[src/sv/tlct_pkg.sv]
// Shared types and constants for the tile LRU tag store.
// Used by tlct_front, tlct_back and the top level tile_lru_cache_tags.
`default_nettype none

package tlct_pkg;

    // default sizes
    localparam int ENTRIES_DEF    = 16;
    localparam int COORD_BITS_DEF = 16;
    localparam int STAMP_BITS_DEF = 32;

    // fixed port field widths
    localparam int KEY_W     = 16;
    localparam int FSTAMP_W  = 32;
    localparam int SLOT_W    = 4;
    localparam int KIND_W    = 3;
    localparam int CAP_BITS  = 5;
    localparam int S_TDATA_W = 72;
    localparam int M_TDATA_W = 40;

    localparam logic [CAP_BITS-1:0] CAP_RESET = 5'd16;

    // front queue
    localparam int QDEPTH = 2;
    localparam int QPTR_W = $clog2(QDEPTH);
    localparam int QCNT_W = $clog2(QDEPTH + 1);

    typedef enum logic {
        OP_LOOKUP = 1'b0,
        OP_CLEAR  = 1'b1
    } op_t;

    typedef enum logic [KIND_W-1:0] {
        KIND_HIT   = 3'd0,
        KIND_FILL  = 3'd1,
        KIND_MISS  = 3'd2,
        KIND_EVICT = 3'd3,
        KIND_CLEAR = 3'd4
    } kind_t;

    typedef enum logic [2:0] {
        ST_IDLE,
        ST_DECIDE,
        ST_SCAN,
        ST_EVICT,
        ST_FILL
    } st_t;

    // command word handed from front to back
    typedef struct packed {
        op_t                 op;
        logic [KEY_W-1:0]    col;
        logic [KEY_W-1:0]    row;
        logic [FSTAMP_W-1:0] stamp;
        logic                loadable;
    } cmd_t;

    // result word
    typedef struct packed {
        kind_t             kind;
        logic [SLOT_W-1:0] slot;
        logic [KEY_W-1:0]  col;
        logic [KEY_W-1:0]  row;
        logic              last;
    } res_t;

endpackage

`default_nettype wire

[src/sv/tile_lru_cache_tags.sv]
// Tile LRU tag store, top level: capacity register, front queue, back end.
// Depends on tlct_pkg, tlct_front and tlct_back.
//
// Use: each slave word is a lookup (tuser 0) or a clear (tuser 1). A lookup
// returns a hit, a fill or a not-stored miss; a fill that finds the store at
// capacity first reports one evict word per entry it throws out (oldest
// stamp, lowest slot on ties). tlast marks the final word of each request.
// Each word passes the command queue, command register and output register.
// Hits, misses, clears and fills into a free slot run at one word per cycle
// while the master side is ready. Each eviction first sweeps the stamp
// memory for the oldest entry, one per cycle. The user must write capacity
// through cfg_we / cfg_wdata only while idle; the block does not check it.
// Reset empties the store at once (valid bits cleared) and sets capacity to
// 16. A stalled master side holds its word in the output register; the back
// end waits, the two-word command queue fills and s_tready falls.
`default_nettype none

module tile_lru_cache_tags
    import tlct_pkg::*;
#(
    parameter int ENTRIES    = ENTRIES_DEF,
    parameter int COORD_BITS = COORD_BITS_DEF,
    parameter int STAMP_BITS = STAMP_BITS_DEF
)
(
    input  logic                 clk,
    input  logic                 rst_n,
    input  logic                 s_tvalid,
    output logic                 s_tready,
    input  logic [S_TDATA_W-1:0] s_tdata,   // tile_col, tile_row, frame_stamp, loadable, pad
    input  logic                 s_tuser,   // opcode
    output logic                 m_tvalid,
    input  logic                 m_tready,
    output logic [M_TDATA_W-1:0] m_tdata,   // slot, key_col, key_row, pad
    output logic [KIND_W-1:0]    m_tuser,   // kind
    output logic                 m_tlast,
    input  logic                 cfg_we,
    input  logic [CAP_BITS-1:0]  cfg_wdata
);

    logic [CAP_BITS-1:0] capacity_reg;
    logic                q_valid;
    logic                q_ready;
    cmd_t                q_cmd;
    res_t                res;

    always_ff @(posedge clk or negedge rst_n)
    begin
        if (!rst_n)
            capacity_reg <= CAP_RESET;
        else if (cfg_we)
            capacity_reg <= cfg_wdata;
    end

    tlct_front u_front (
        .clk      (clk),
        .rst_n    (rst_n),
        .s_tvalid (s_tvalid),
        .s_tready (s_tready),
        .s_tdata  (s_tdata),
        .s_tuser  (s_tuser),
        .q_valid  (q_valid),
        .q_ready  (q_ready),
        .q_cmd    (q_cmd)
    );

    tlct_back #(
        .ENTRIES    (ENTRIES),
        .COORD_BITS (COORD_BITS),
        .STAMP_BITS (STAMP_BITS)
    ) u_back (
        .clk       (clk),
        .rst_n     (rst_n),
        .capacity  (capacity_reg),
        .q_valid   (q_valid),
        .q_ready   (q_ready),
        .q_cmd     (q_cmd),
        .out_valid (m_tvalid),
        .out_ready (m_tready),
        .out_res   (res)
    );

    assign m_tdata = {4'b0000, res.row, res.col, res.slot};
    assign m_tuser = res.kind;
    assign m_tlast = res.last;

`ifndef SYNTHESIS
    // back end only pops a queue that holds a command
    a_pop_nonempty: assert property (@(posedge clk) disable iff (!rst_n)
        q_ready |-> q_valid)
        else $error("command popped from empty queue");

    // an accepted word is in the queue on the next cycle
    a_push_lands: assert property (@(posedge clk) disable iff (!rst_n)
        (s_tvalid && s_tready) |=> q_valid)
        else $error("accepted word lost before the back end");

    // evictions are never final; every other result closes its request
    a_last_kind: assert property (@(posedge clk) disable iff (!rst_n)
        m_tvalid |-> ((m_tuser == KIND_EVICT) != m_tlast))
        else $error("tlast does not match result kind");

    // a clear reports no slot and no key
    a_clear_zero: assert property (@(posedge clk) disable iff (!rst_n)
        (m_tvalid && m_tuser == KIND_CLEAR) |-> (m_tdata == '0))
        else $error("clear result carries data");
`endif

endmodule

`default_nettype wire

[src/sv/tlct_front.sv]
// Front end: accepts input words, decodes the operation and queues commands.
// Depends on tlct_pkg.
`default_nettype none

module tlct_front
    import tlct_pkg::*;
(
    input  logic                 clk,
    input  logic                 rst_n,
    input  logic                 s_tvalid,
    output logic                 s_tready,
    input  logic [S_TDATA_W-1:0] s_tdata,   // tile_col, tile_row, frame_stamp, loadable, pad
    input  logic                 s_tuser,   // opcode
    output logic                 q_valid,
    input  logic                 q_ready,
    output cmd_t                 q_cmd
);

    cmd_t              q_mem_reg [QDEPTH];
    logic [QPTR_W-1:0] wr_ptr_reg, wr_ptr_next;
    logic [QPTR_W-1:0] rd_ptr_reg, rd_ptr_next;
    logic [QCNT_W-1:0] cnt_reg, cnt_next;
    cmd_t              cmd_in;
    logic              push;
    logic              pop;

    always_comb
    begin
        unique case (s_tuser)
            1'b0:    cmd_in.op = OP_LOOKUP;
            1'b1:    cmd_in.op = OP_CLEAR;
            default: cmd_in.op = OP_LOOKUP;
        endcase
        cmd_in.col      = s_tdata[15:0];
        cmd_in.row      = s_tdata[31:16];
        cmd_in.stamp    = s_tdata[63:32];
        cmd_in.loadable = s_tdata[64];
    end

    assign s_tready = (cnt_reg != QCNT_W'(QDEPTH));
    assign push     = s_tvalid && s_tready;
    assign pop      = q_ready && q_valid;
    assign q_valid  = (cnt_reg != '0);
    assign q_cmd    = q_mem_reg[rd_ptr_reg];

    always_comb
    begin
        wr_ptr_next = push ? wr_ptr_reg + QPTR_W'(1) : wr_ptr_reg;
        rd_ptr_next = pop  ? rd_ptr_reg + QPTR_W'(1) : rd_ptr_reg;
        cnt_next    = cnt_reg + QCNT_W'(push) - QCNT_W'(pop);
    end

    always_ff @(posedge clk or negedge rst_n)
    begin
        if (!rst_n)
        begin
            wr_ptr_reg <= '0;
            rd_ptr_reg <= '0;
            cnt_reg    <= '0;
        end
        else
        begin
            wr_ptr_reg <= wr_ptr_next;
            rd_ptr_reg <= rd_ptr_next;
            cnt_reg    <= cnt_next;
        end
    end

    always_ff @(posedge clk)
    begin
        if (push)
            q_mem_reg[wr_ptr_reg] <= cmd_in;
    end

endmodule

`default_nettype wire

[src/sv/tlct_back.sv]
// Back end: tag store (key CAM, valid bits, stamp memory), LRU sequencer
// and output register. Depends on tlct_pkg.
`default_nettype none

module tlct_back
    import tlct_pkg::*;
#(
    parameter int ENTRIES    = ENTRIES_DEF,
    parameter int COORD_BITS = COORD_BITS_DEF,
    parameter int STAMP_BITS = STAMP_BITS_DEF
)
(
    input  logic                clk,
    input  logic                rst_n,
    input  logic [CAP_BITS-1:0] capacity,
    input  logic                q_valid,
    output logic                q_ready,
    input  cmd_t                q_cmd,
    output logic                out_valid,
    input  logic                out_ready,
    output res_t                out_res
);

    localparam int IDX_W = (ENTRIES > 1) ? $clog2(ENTRIES) : 1;
    localparam int CNT_W = $clog2(ENTRIES + 1);
    localparam int CW    = (CNT_W > CAP_BITS) ? CNT_W : CAP_BITS;

    st_t                   state_reg, state_next;
    cmd_t                  cmd_reg;
    logic [ENTRIES-1:0]    valid_reg, valid_next;
    logic [COORD_BITS-1:0] col_reg [ENTRIES];
    logic [COORD_BITS-1:0] row_reg [ENTRIES];
    logic [STAMP_BITS-1:0] stamp_mem [ENTRIES];
    logic [CNT_W-1:0]      occ_reg, occ_next;

    logic [STAMP_BITS-1:0] rd_stamp_reg;
    logic [IDX_W-1:0]      rd_idx_reg;
    logic                  rd_vld_reg;
    logic [CNT_W-1:0]      scan_cnt_reg;
    logic                  have_min_reg;
    logic [IDX_W-1:0]      min_idx_reg;
    logic [STAMP_BITS-1:0] min_stamp_reg;

    res_t                  res_reg, res_next;
    logic                  out_valid_reg;

    logic [COORD_BITS-1:0] key_col, key_row;
    logic [STAMP_BITS-1:0] key_stamp;
    logic                  hit_any;
    logic [IDX_W-1:0]      hit_idx;
    logic [IDX_W-1:0]      free_idx;
    logic [CW-1:0]         cap_ext, cap_eff, occ_ext;
    logic                  full_now, full_after;
    logic                  out_free;

    logic                  emit, clr_all, set_v, clr_v, key_we, stamp_we;
    logic [IDX_W-1:0]      stamp_waddr;
    logic                  done, scan_start, scan_run, scan_issue, take_min;

    // keys sign-extended (or cut) to the stored width
    assign key_col   = COORD_BITS'($signed(cmd_reg.col));
    assign key_row   = COORD_BITS'($signed(cmd_reg.row));
    assign key_stamp = STAMP_BITS'(cmd_reg.stamp);

    // parallel tag match, lowest slot wins
    always_comb
    begin
        hit_any = 1'b0;
        hit_idx = '0;
        for (int i = ENTRIES - 1; i >= 0; i--)
        begin
            if (valid_reg[i] && col_reg[i] == key_col && row_reg[i] == key_row)
            begin
                hit_any = 1'b1;
                hit_idx = IDX_W'(i);
            end
        end
    end

    always_comb
    begin
        free_idx = '0;
        for (int i = ENTRIES - 1; i >= 0; i--)
        begin
            if (!valid_reg[i])
                free_idx = IDX_W'(i);
        end
    end

    // capacity clamped to 1..ENTRIES
    always_comb
    begin
        cap_ext = CW'(capacity);
        if (cap_ext == '0)
            cap_eff = CW'(1);
        else if (cap_ext > CW'(ENTRIES))
            cap_eff = CW'(ENTRIES);
        else
            cap_eff = cap_ext;
        occ_ext    = CW'(occ_reg);
        full_now   = (occ_ext >= cap_eff);
        full_after = ((occ_ext - CW'(1)) >= cap_eff);
    end

    assign out_free   = !out_valid_reg || out_ready;
    assign scan_issue = scan_run && (scan_cnt_reg < CNT_W'(ENTRIES));
    assign take_min   = rd_vld_reg && valid_reg[rd_idx_reg] &&
                        (!have_min_reg || rd_stamp_reg < min_stamp_reg);

    // sequencer outputs
    always_comb
    begin
        emit        = 1'b0;
        clr_all     = 1'b0;
        set_v       = 1'b0;
        clr_v       = 1'b0;
        key_we      = 1'b0;
        stamp_we    = 1'b0;
        stamp_waddr = free_idx;
        done        = 1'b0;
        scan_start  = 1'b0;
        scan_run    = 1'b0;
        res_next    = '{kind: KIND_MISS, slot: '0, col: cmd_reg.col,
                        row: cmd_reg.row, last: 1'b1};
        unique case (state_reg)
            ST_IDLE:
            begin
            end
            ST_DECIDE:
            begin
                if (out_free)
                begin
                    if (cmd_reg.op == OP_CLEAR)
                    begin
                        emit          = 1'b1;
                        clr_all       = 1'b1;
                        done          = 1'b1;
                        res_next.kind = KIND_CLEAR;
                        res_next.col  = '0;
                        res_next.row  = '0;
                    end
                    else if (hit_any)
                    begin
                        emit          = 1'b1;
                        stamp_we      = 1'b1;
                        stamp_waddr   = hit_idx;
                        done          = 1'b1;
                        res_next.kind = KIND_HIT;
                        res_next.slot = SLOT_W'(hit_idx);
                    end
                    else if (!cmd_reg.loadable)
                    begin
                        emit = 1'b1;
                        done = 1'b1;
                    end
                    else if (full_now)
                    begin
                        scan_start = 1'b1;
                    end
                    else
                    begin
                        emit          = 1'b1;
                        set_v         = 1'b1;
                        key_we        = 1'b1;
                        stamp_we      = 1'b1;
                        done          = 1'b1;
                        res_next.kind = KIND_FILL;
                        res_next.slot = SLOT_W'(free_idx);
                    end
                end
            end
            ST_SCAN:
            begin
                scan_run = 1'b1;
            end
            ST_EVICT:
            begin
                if (out_free)
                begin
                    emit          = 1'b1;
                    clr_v         = 1'b1;
                    scan_start    = full_after;
                    res_next.kind = KIND_EVICT;
                    res_next.slot = SLOT_W'(min_idx_reg);
                    res_next.col  = KEY_W'(col_reg[min_idx_reg]);
                    res_next.row  = KEY_W'(row_reg[min_idx_reg]);
                    res_next.last = 1'b0;
                end
            end
            ST_FILL:
            begin
                if (out_free)
                begin
                    emit          = 1'b1;
                    set_v         = 1'b1;
                    key_we        = 1'b1;
                    stamp_we      = 1'b1;
                    done          = 1'b1;
                    res_next.kind = KIND_FILL;
                    res_next.slot = SLOT_W'(free_idx);
                end
            end
            default:
            begin
            end
        endcase
        q_ready = q_valid && (state_reg == ST_IDLE || done);
    end

    // sequencer next state
    always_comb
    begin
        state_next = state_reg;
        unique case (state_reg)
            ST_IDLE:
                if (q_valid)
                    state_next = ST_DECIDE;
            ST_DECIDE:
                if (scan_start)
                    state_next = ST_SCAN;
                else if (done)
                    state_next = q_valid ? ST_DECIDE : ST_IDLE;
            ST_SCAN:
                if (scan_cnt_reg == CNT_W'(ENTRIES))
                    state_next = ST_EVICT;
            ST_EVICT:
                if (out_free)
                    state_next = full_after ? ST_SCAN : ST_FILL;
            ST_FILL:
                if (done)
                    state_next = q_valid ? ST_DECIDE : ST_IDLE;
            default:
                state_next = ST_IDLE;
        endcase
    end

    always_comb
    begin
        valid_next = valid_reg;
        occ_next   = occ_reg;
        if (clr_all)
        begin
            valid_next = '0;
            occ_next   = '0;
        end
        if (set_v)
        begin
            valid_next[free_idx] = 1'b1;
            occ_next             = occ_reg + CNT_W'(1);
        end
        if (clr_v)
        begin
            valid_next[min_idx_reg] = 1'b0;
            occ_next                = occ_reg - CNT_W'(1);
        end
    end

    always_ff @(posedge clk or negedge rst_n)
    begin
        if (!rst_n)
        begin
            state_reg     <= ST_IDLE;
            valid_reg     <= '0;
            occ_reg       <= '0;
            out_valid_reg <= 1'b0;
            scan_cnt_reg  <= '0;
            rd_vld_reg    <= 1'b0;
            have_min_reg  <= 1'b0;
        end
        else
        begin
            state_reg <= state_next;
            valid_reg <= valid_next;
            occ_reg   <= occ_next;
            if (emit)
                out_valid_reg <= 1'b1;
            else if (out_ready)
                out_valid_reg <= 1'b0;
            if (scan_start)
            begin
                scan_cnt_reg <= '0;
                rd_vld_reg   <= 1'b0;
                have_min_reg <= 1'b0;
            end
            else if (scan_run)
            begin
                scan_cnt_reg <= scan_cnt_reg + CNT_W'(1);
                rd_vld_reg   <= scan_issue;
                if (take_min)
                    have_min_reg <= 1'b1;
            end
        end
    end

    // payload: command, keys, stamp memory, running minimum, result
    always_ff @(posedge clk)
    begin
        if (q_ready)
            cmd_reg <= q_cmd;
        if (key_we)
        begin
            col_reg[free_idx] <= key_col;
            row_reg[free_idx] <= key_row;
        end
        if (stamp_we)
            stamp_mem[stamp_waddr] <= key_stamp;
        if (scan_issue)
        begin
            rd_stamp_reg <= stamp_mem[scan_cnt_reg[IDX_W-1:0]];
            rd_idx_reg   <= scan_cnt_reg[IDX_W-1:0];
        end
        if (scan_run && take_min)
        begin
            min_idx_reg   <= rd_idx_reg;
            min_stamp_reg <= rd_stamp_reg;
        end
        if (emit)
            res_reg <= res_next;
    end

    assign out_valid = out_valid_reg;
    assign out_res   = res_reg;

endmodule

`default_nettype wire
[config.mk]
export PLATFORM = sky130hd
export DESIGN_NAME = tile_lru_cache_tags
export DESIGN_NICKNAME = d
export VERILOG_FILES = /design/src/sv/tlct_pkg.sv /design/src/sv/tile_lru_cache_tags.sv /design/src/sv/tlct_front.sv /design/src/sv/tlct_back.sv
export SDC_FILE = /design/constraint.sdc
export NUM_CORES = 2
export LEC_CHECK = 0
export BUFFER_PORTS_ARGS = -buffer_cell sky130_fd_sc_hd__buf_2
export CAP_MARGIN = 20
export CORE_MARGIN = 4
export CORE_UTILIZATION = 32
export CTS_CLUSTER_DIAMETER = 60
export DETAILED_ROUTE_END_ITERATION = 12
export GPL_TIMING_DRIVEN = 1
export MAX_ROUTING_LAYER = met4
export PLACE_DENSITY = 0.51
export RECOVER_POWER = 50
export SETUP_SLACK_MARGIN = 0.15
export SLEW_MARGIN = 5
export SYNTH_ARGS = -nofsm -noshare
export SYNTH_HDL_FRONTEND = slang
export SYNTH_SLANG_ARGS = --single-unit
[constraint.sdc]
create_clock -name clk -period 6.58 [get_ports clk]
set_clock_uncertainty 0.1 [all_clocks]
set_input_delay 0.329 -clock clk [delete_from_list [all_inputs] [get_ports clk]]
set_output_delay 0.329 -clock clk [all_outputs]
set_load 0.01 [all_outputs]
# Word level (Yosys, flattened, before mapping)
# Memories as Yosys holds them, arrays and structs flattened. A register that Yosys moved wholly into a read port is not among the register bits.
# Cells that the tools add are included.
[word_totals]
regBits = 121
mem_bits_rw = 1156
out_inout_bits = 46
word_cells = 273
mem_count = 4
[memory_table]
columns = ["memory", "words", "word_bits", "read_ports", "rd_ports_with_merged_regs", "wr", "line", "source"]
rows = [
  ["u_back.stamp_mem", 16, 32, 1, 1, 1, "tlct_back.sv:33", "logic [STAMP_BITS-1:0] stamp_mem [ENTRIES];"],
  ["u_back.col_reg", 16, 16, 17, 1, 1, "tlct_back.sv:31", "logic [COORD_BITS-1:0] col_reg [ENTRIES];"],
  ["u_back.row_reg", 16, 16, 17, 1, 1, "tlct_back.sv:32", "logic [COORD_BITS-1:0] row_reg [ENTRIES];"],
  ["u_front.q_mem_reg", 2, 66, 1, 1, 1, "tlct_front.sv:19", "cmd_t q_mem_reg [QDEPTH];"],
]
[classes]
addsub = 7
n_lt_le_gt_ge = 10
eq_ne = 41
n_mux = 132
n_bitwise = 4
n_reduce_logical = 56
[op_table]
columns = ["operator", "count"]
rows = [
  ["$eq 16x16->1", 32],
  ["$mux 4", 39],
  ["$pmux 32 s2", 1],
  ["$mux 1", 57],
  ["$mux 16", 3],
  ["$logic_and 1x1->1", 41],
  ["$mux 39", 1],
  ["$mux 38", 1],
  ["$mux 5", 7],
  ["$lt 32x32->1", 1],
  ["$mux 32", 1],
  ["$mux 3", 7],
  ["$pmux 7 s3", 1],
  ["$and 16x16->16", 1],
  ["$not 16->16", 1],
  ["$or 16x16->16", 1],
  ["$lt 4x5->1 const B", 3],
  ["$pmux 3 s5", 1],
  ["$mux 7", 2],
  ["$mux 6", 2],
  ["$pmux 1 s2", 6],
  ["$add 5x1->5 const B", 2],
  ["$ge 5x5->1", 2],
  ["$demux 1 s4", 2],
  ["other kinds (24)", 35],
]

# Longest topological paths before layout
# An unclocked memory read counts as a cell.
[depth]
ltp_word = 28
depth_mapped = 17
depth_no_buf = 16

# By module
# From an unflattened synthesis, not the netlist that was laid out.
[hier_totals]
hier_cells = 3424
hier_area_um2 = 60971.0
[by_module_without_submodules]
columns = ["mod", "instances", "cells_per_inst", "area_each_um2", "seq_area_each_um2"]
rows = [
  ["tlct_back", 1, 3187, 55682.2, 36975.5],
  ["tlct_front", 1, 222, 5072.4, 4063.9],
  ["tile_lru_cache_tags", 1, 15, 216.5, 126.4],
]

# Worst setup path after synthesis
# No wires, ideal clock.
[synth_path]
path_kind = "register to register"
from = "reg, netlist name u_back.key_row[1]"
to = "reg u_back.res_reg, in the netlist u_back.out_res[0], enable pin"
setup_ps = 493
arrival_time_ps = 5296
slack_ps = 692
path_stages_with_launch = 14
n_path_buf = 3
period_less_slack_ps = 5888
cell_sequence = "edfxtp_1 -> buf_4 -> buf_6 -> xor2_1 -> nor4_1 -> nand3_1 -> or3_2 -> nand4_4 -> nor2_1 -> nand2_1 -> or4_1 -> buf_2 -> nor2_1 -> o21ai_0"
[synth_via]
elab_chain_len = 22
elab_cells_between_ends = 52
classes_between = "eq/ne: 16; mux: 20; reduce/logical: 16"
[synth_rtl]
columns = ["item", "line", "source"]
rows = [
  ["$eq 16x16->1", "tlct_back.sv:72", "if (valid_reg[i] && col_reg[i] == key_col && row_reg[i] == key_row)"],
  ["$logic_and 1x1->1", "tlct_back.sv:72", ""],
  ["$mux 1 (15 in a row)", "tlct_back.sv:72", ""],
  ["$mux 1 (*)", "tlct_back.sv:72", ""],
  ["$mux 1 (*)", "tlct_back.sv:142", "else if (hit_any)"],
  ["$mux 1 (*)", "tlct_back.sv:133", "if (cmd_reg.op == OP_CLEAR)"],
  ["$mux 1 (*)", "tlct_back.sv:131", "if (out_free)"],
  ["$pmux 1 s2 (*)", "tlct_back.sv:125", "unique case (state_reg)"],
  ["named net u_back.emit", "tlct_back.sv:56", "logic emit, clr_all, set_v, clr_v, key_we, stamp_we;"],
  ["end signal: assignment", "tlct_back.sv:318", "res_reg <= res_next;"],
  ["end: declaration", "tlct_back.sv:44", "res_t res_reg, res_next;"],
]
# Mark *: on every way through the listed nets, which the timed path passes. The rest lies on a longest branch.
# A chain may end at the register's enable or synchronous reset.

# Worst setup path in the final report
[layout_path]
from = "reg, netlist name u_back.key_row[3]"
to = "reg u_front.cnt_reg[1]"
[layout_via]
elab_chain_len = 26
elab_cells_between_ends = 56
classes_between = "add/sub: 1; eq/ne: 16; mux: 20; reduce/logical: 19"
[layout_rtl]
columns = ["item", "line", "source"]
rows = [
  ["$eq 16x16->1", "tlct_back.sv:72", ""],
  ["$logic_and 1x1->1", "tlct_back.sv:72", ""],
  ["$mux 1 (15 in a row)", "tlct_back.sv:72", ""],
  ["$mux 1 (*)", "tlct_back.sv:72", ""],
  ["$mux 1 (*)", "tlct_back.sv:142", ""],
  ["$mux 1 (*)", "tlct_back.sv:133", ""],
  ["$mux 1 (*)", "tlct_back.sv:131", ""],
  ["$pmux 1 s2 (*)", "tlct_back.sv:125", ""],
  ["$logic_or 1x1->1 (*)", "tlct_back.sv:207", "q_ready = q_valid && (state_reg == ST_IDLE || done);"],
  ["$logic_and 1x1->1 (*)", "tlct_back.sv:207", ""],
  ["named net q_ready", "tile_lru_cache_tags.sv:43", "logic q_ready;"],
  ["$logic_and 1x1->1 (*)", "tlct_front.sv:42", "assign pop = q_ready && q_valid;"],
  ["$sub 2x1->2 (*)", "tlct_front.sv:50", "cnt_next = cnt_reg + QCNT_W'(push) - QCNT_W'(pop);"],
  ["named net u_front.cnt_next[1]", "tlct_front.sv:22", "logic [QCNT_W-1:0] cnt_reg, cnt_next;"],
  ["end signal: assignment", "tlct_front.sv:65", "cnt_reg <= cnt_next;"],
  ["end: declaration", "tlct_front.sv:22", ""],
]
# Marks and branches as above.

==> impl_results.md <==
- Status: complete, but fails checks
- Failing checks: capacitance limit, slew limit
- Port-buffer cells: 117
- Final HPWL DP: 109.5 mm
- Seq cells post-synth: 1,379
- Slew Limit Fails: 219
- Post-Synthesis Cell Area: 0.05940 mm²
- HP Class: in -> reg
- Grt met1 use: 24.14%
- Cells after synthesis: 3,162
- Placer Congestion: 0.8807
- Area Overhead vs Synth: 16.02%
- Relative slew slack: -120.2%
- Tcrit/Tclk final: 90.57%
- Initial Util: 32.30%
- RSZ-0062 raised after global routing: no
- Initial antenna violation count: 17
- Clk sink count: 1,379
- Critical path class: reg -> reg
- First drt pass iteration count: 5
- Hold Path Cell Cnt: 2
- PostCTS Resize Cnt: 0
- Final hold slack: 0.1395 ns
- Wire per inst: 27.73 µm
- Max reg flops: 512
- Max cap viols: 6
- Post-CTS Hold Buffers: 80
- Die H: 438.8 µm
- Area of the core: 0.1839 mm²
- GRT overflow: 0
- CP Launch Type: flop
- Worst slew pin tran: 3.303 ns
- Setup bufs post-CTS: 0
- Seq/Total Area, Yosys: 69.31%
- Layout cells sized above 1: 21.62%
- Crit path buf inv count: 3
- Syn_area_per_cell: 18.78 µm²
- Post-DRT Antenna Nets: 0
- Leading cell type in the layout, fill and taps excluded: edfxtp_1
- # DRC: 0
- Yosys cell types: 84
- CTS tree: yes
- Slowest CP cell: nor4_2
- TritonCTS buffer count: 161
- Via-to-Cell Ratio: 5.025
- Setup Viol. Count Final: 0
- Met2 usage: 27.58%
- WP depth: 16
- Via count: 30,487
- Cell family with most CP delay: simple AND/OR/NAND/NOR gates
- Vias in the first global route: 31,182
- Reg2Reg Depth: 16
- Row cnt: 157
- H-Tree Depth: 4
- DP Area: 0.06325 mm²
- Fin Setup TNS: 0 ns
- Clock-pin slew on the worst setup and hold paths: 0.06 ns
- Clock period minus worst slack: 5.960 ns
- Cell mode on critical path: xnor2_1
- Crit-path max cell delay: 0.92 ns
- PwrDens: 417.7 mW/mm²
- Grt met3 use: 2.923%
- Clock Tree Root: clkbuf_16
- CP required: 7.20 ns
- Boundary Pins: 129
- Most frequent cells in the layout: edfxtp_1 (1,334), xor2_1 (328), mux4_2 (325)
- Crit. End Element: flop
- Gr busiest metal: met2
- Post-synth EDFFs: 1,334
- Clock latency on the worst-skew pair: 0.82 ns
- Max IR drop VDD: 0.0003942 V
- Peak Freq: 0.1678 GHz
- Fin. Hold Viols: 0
- Clock tree buffer depth: 3
- Crit-path cells: clkbuf_1, buf_4, xnor2_1, nand4_1, nor4_1, nand4_2, nand4_4, nor4_2, nand2_1, or4_1, a21o_4, ha_1, inv_1, ha_1, xnor2_1, xnor2_1
- Cell area after layout: 0.06891 mm²
- First-pass GRT wire length: 236.5 mm
- Arrival time at the worst endpoint: 6.58 ns
- Nets: 3,598
- Die Area: 0.1926 mm²
- Most used DFF post-synth: edfxtp_1
- WL final: 168.2 mm
- DIE WIDTH: 438.8 µm
- Tot GR Track Use: 17.82%
- Largest net degree at the start of global routing: 126
- P_leak: 21.94 nW
- Worst-path fanout max: 23
- Async SR Flop Fraction: 2.973%
- Drt initial violations: 3,145
- Reg2reg setup slack: 0.62 ns
- Synth warn: 0
-- cell type report --
cell class                      count  area [µm²]
Sequential cell                  1379       41180
Clock inverter                     84       852.1
Fill cell                       17120      115000
Timing Repair Buffer              308        2083
Inverter                           64       240.2
Multi-Input combinational cell   1553       17180
Tap cell                         2464        3083
Antenna cell                        5       12.51
Clock buffer                      210        4284
-- worst paths after layout --
| check | to | from |
|---|---|---|
| setup / recovery | u_front.cnt_reg[1] | u_back.key_row[3] |
| hold / removal | u_front.q_mem_reg[1][10] | s_tdata[41] |
| setup reg to reg | u_front.cnt_reg[1] | u_back.key_row[3] |
| hold reg to reg | u_back.min_stamp_reg[28] | u_back.rd_stamp_reg[28] |
| max in group asynchronous | u_back.scan_cnt_reg[2] | rst_n |
| min in group asynchronous | u_back.valid_reg[1] | rst_n |
-- power breakdown --
group | switching (mW) | total, mW | internal [mW]
clock network | 3.69 | 8.71 | 5.02
logic | 4.44 | 6.96 | 2.52
registers | 1.28 | 13.1 | 11.8
-- synth_stat cells (5+ instances only) --
master / count / share of area [%]
mux2_2: 74 / 1.4
o21ai_0: 21 / 0.18
edfxtp_1: 1334 / 67
or3_2: 5 / 0.063
nor3_1: 33 / 0.28
clkbuf_1: 67 / 0.42
a211oi_1: 6 / 0.076
a22o_1: 32 / 0.47
and2_1: 6 / 0.063
nand2b_1: 9 / 0.095
buf_1: 32 / 0.20
buf_4: 24 / 0.30
nor2b_1: 5 / 0.053
dfrtp_1: 40 / 1.7
nor2_1: 68 / 0.43
buf_6: 40 / 0.76
and3_1: 5 / 0.053
inv_1: 63 / 0.40
a21o_1: 22 / 0.28
mux4_2: 325 / 12
xor2_1: 328 / 4.8
nor3b_1: 5 / 0.063
nor4_1: 79 / 0.83
nand3_1: 34 / 0.29
a21oi_1: 29 / 0.24
ha_1: 48 / 1.0
a32oi_1: 5 / 0.074
nand4_1: 66 / 0.70
nor4_2: 5 / 0.11
a22oi_1: 7 / 0.088
nand2_1: 61 / 0.39
xnor2_1: 192 / 2.8
-- cell families (layout without fill, tap and decap cells) --
kind of cell	Yosys count	in the layout	synth area share (%)
buffers and inverters	233	666	2.210
flip-flops	1379	1379	69.31
AND/OR/NAND/NOR	407	407	3.863
adder cells (fa/ha/maj)	48	48	1.011
XOR/XNOR	521	521	7.695
other	1	9	0.006313
AO/OA/AOI/OAI	170	170	2.107
multiplexers	403	403	13.80
-- metrics by stage --
step	utilization, %	cells	worst slack, ns	power, mW
after floorplan	-	3165	0.6917	17.41
after global placement	34.40	5688	1.079	20.41
after detailed placement	34.40	5688	1.040	20.49
after CTS	37.63	6062	1.026	29.30
after global routing	37.48	6065	0.4643	30.03
final	37.48	6067	0.6203	28.78
-- per-layer routing --
layer | part of all wire, % | vias to the layer above
li1 | - | 13225
met1 | 45 | 16242
met2 | 48 | 797
met3 | 4.5 | 223
met4 | 3.1 | 0
met5 | 0 | -
Note: power is estimated with default switching activity, not from simulation.
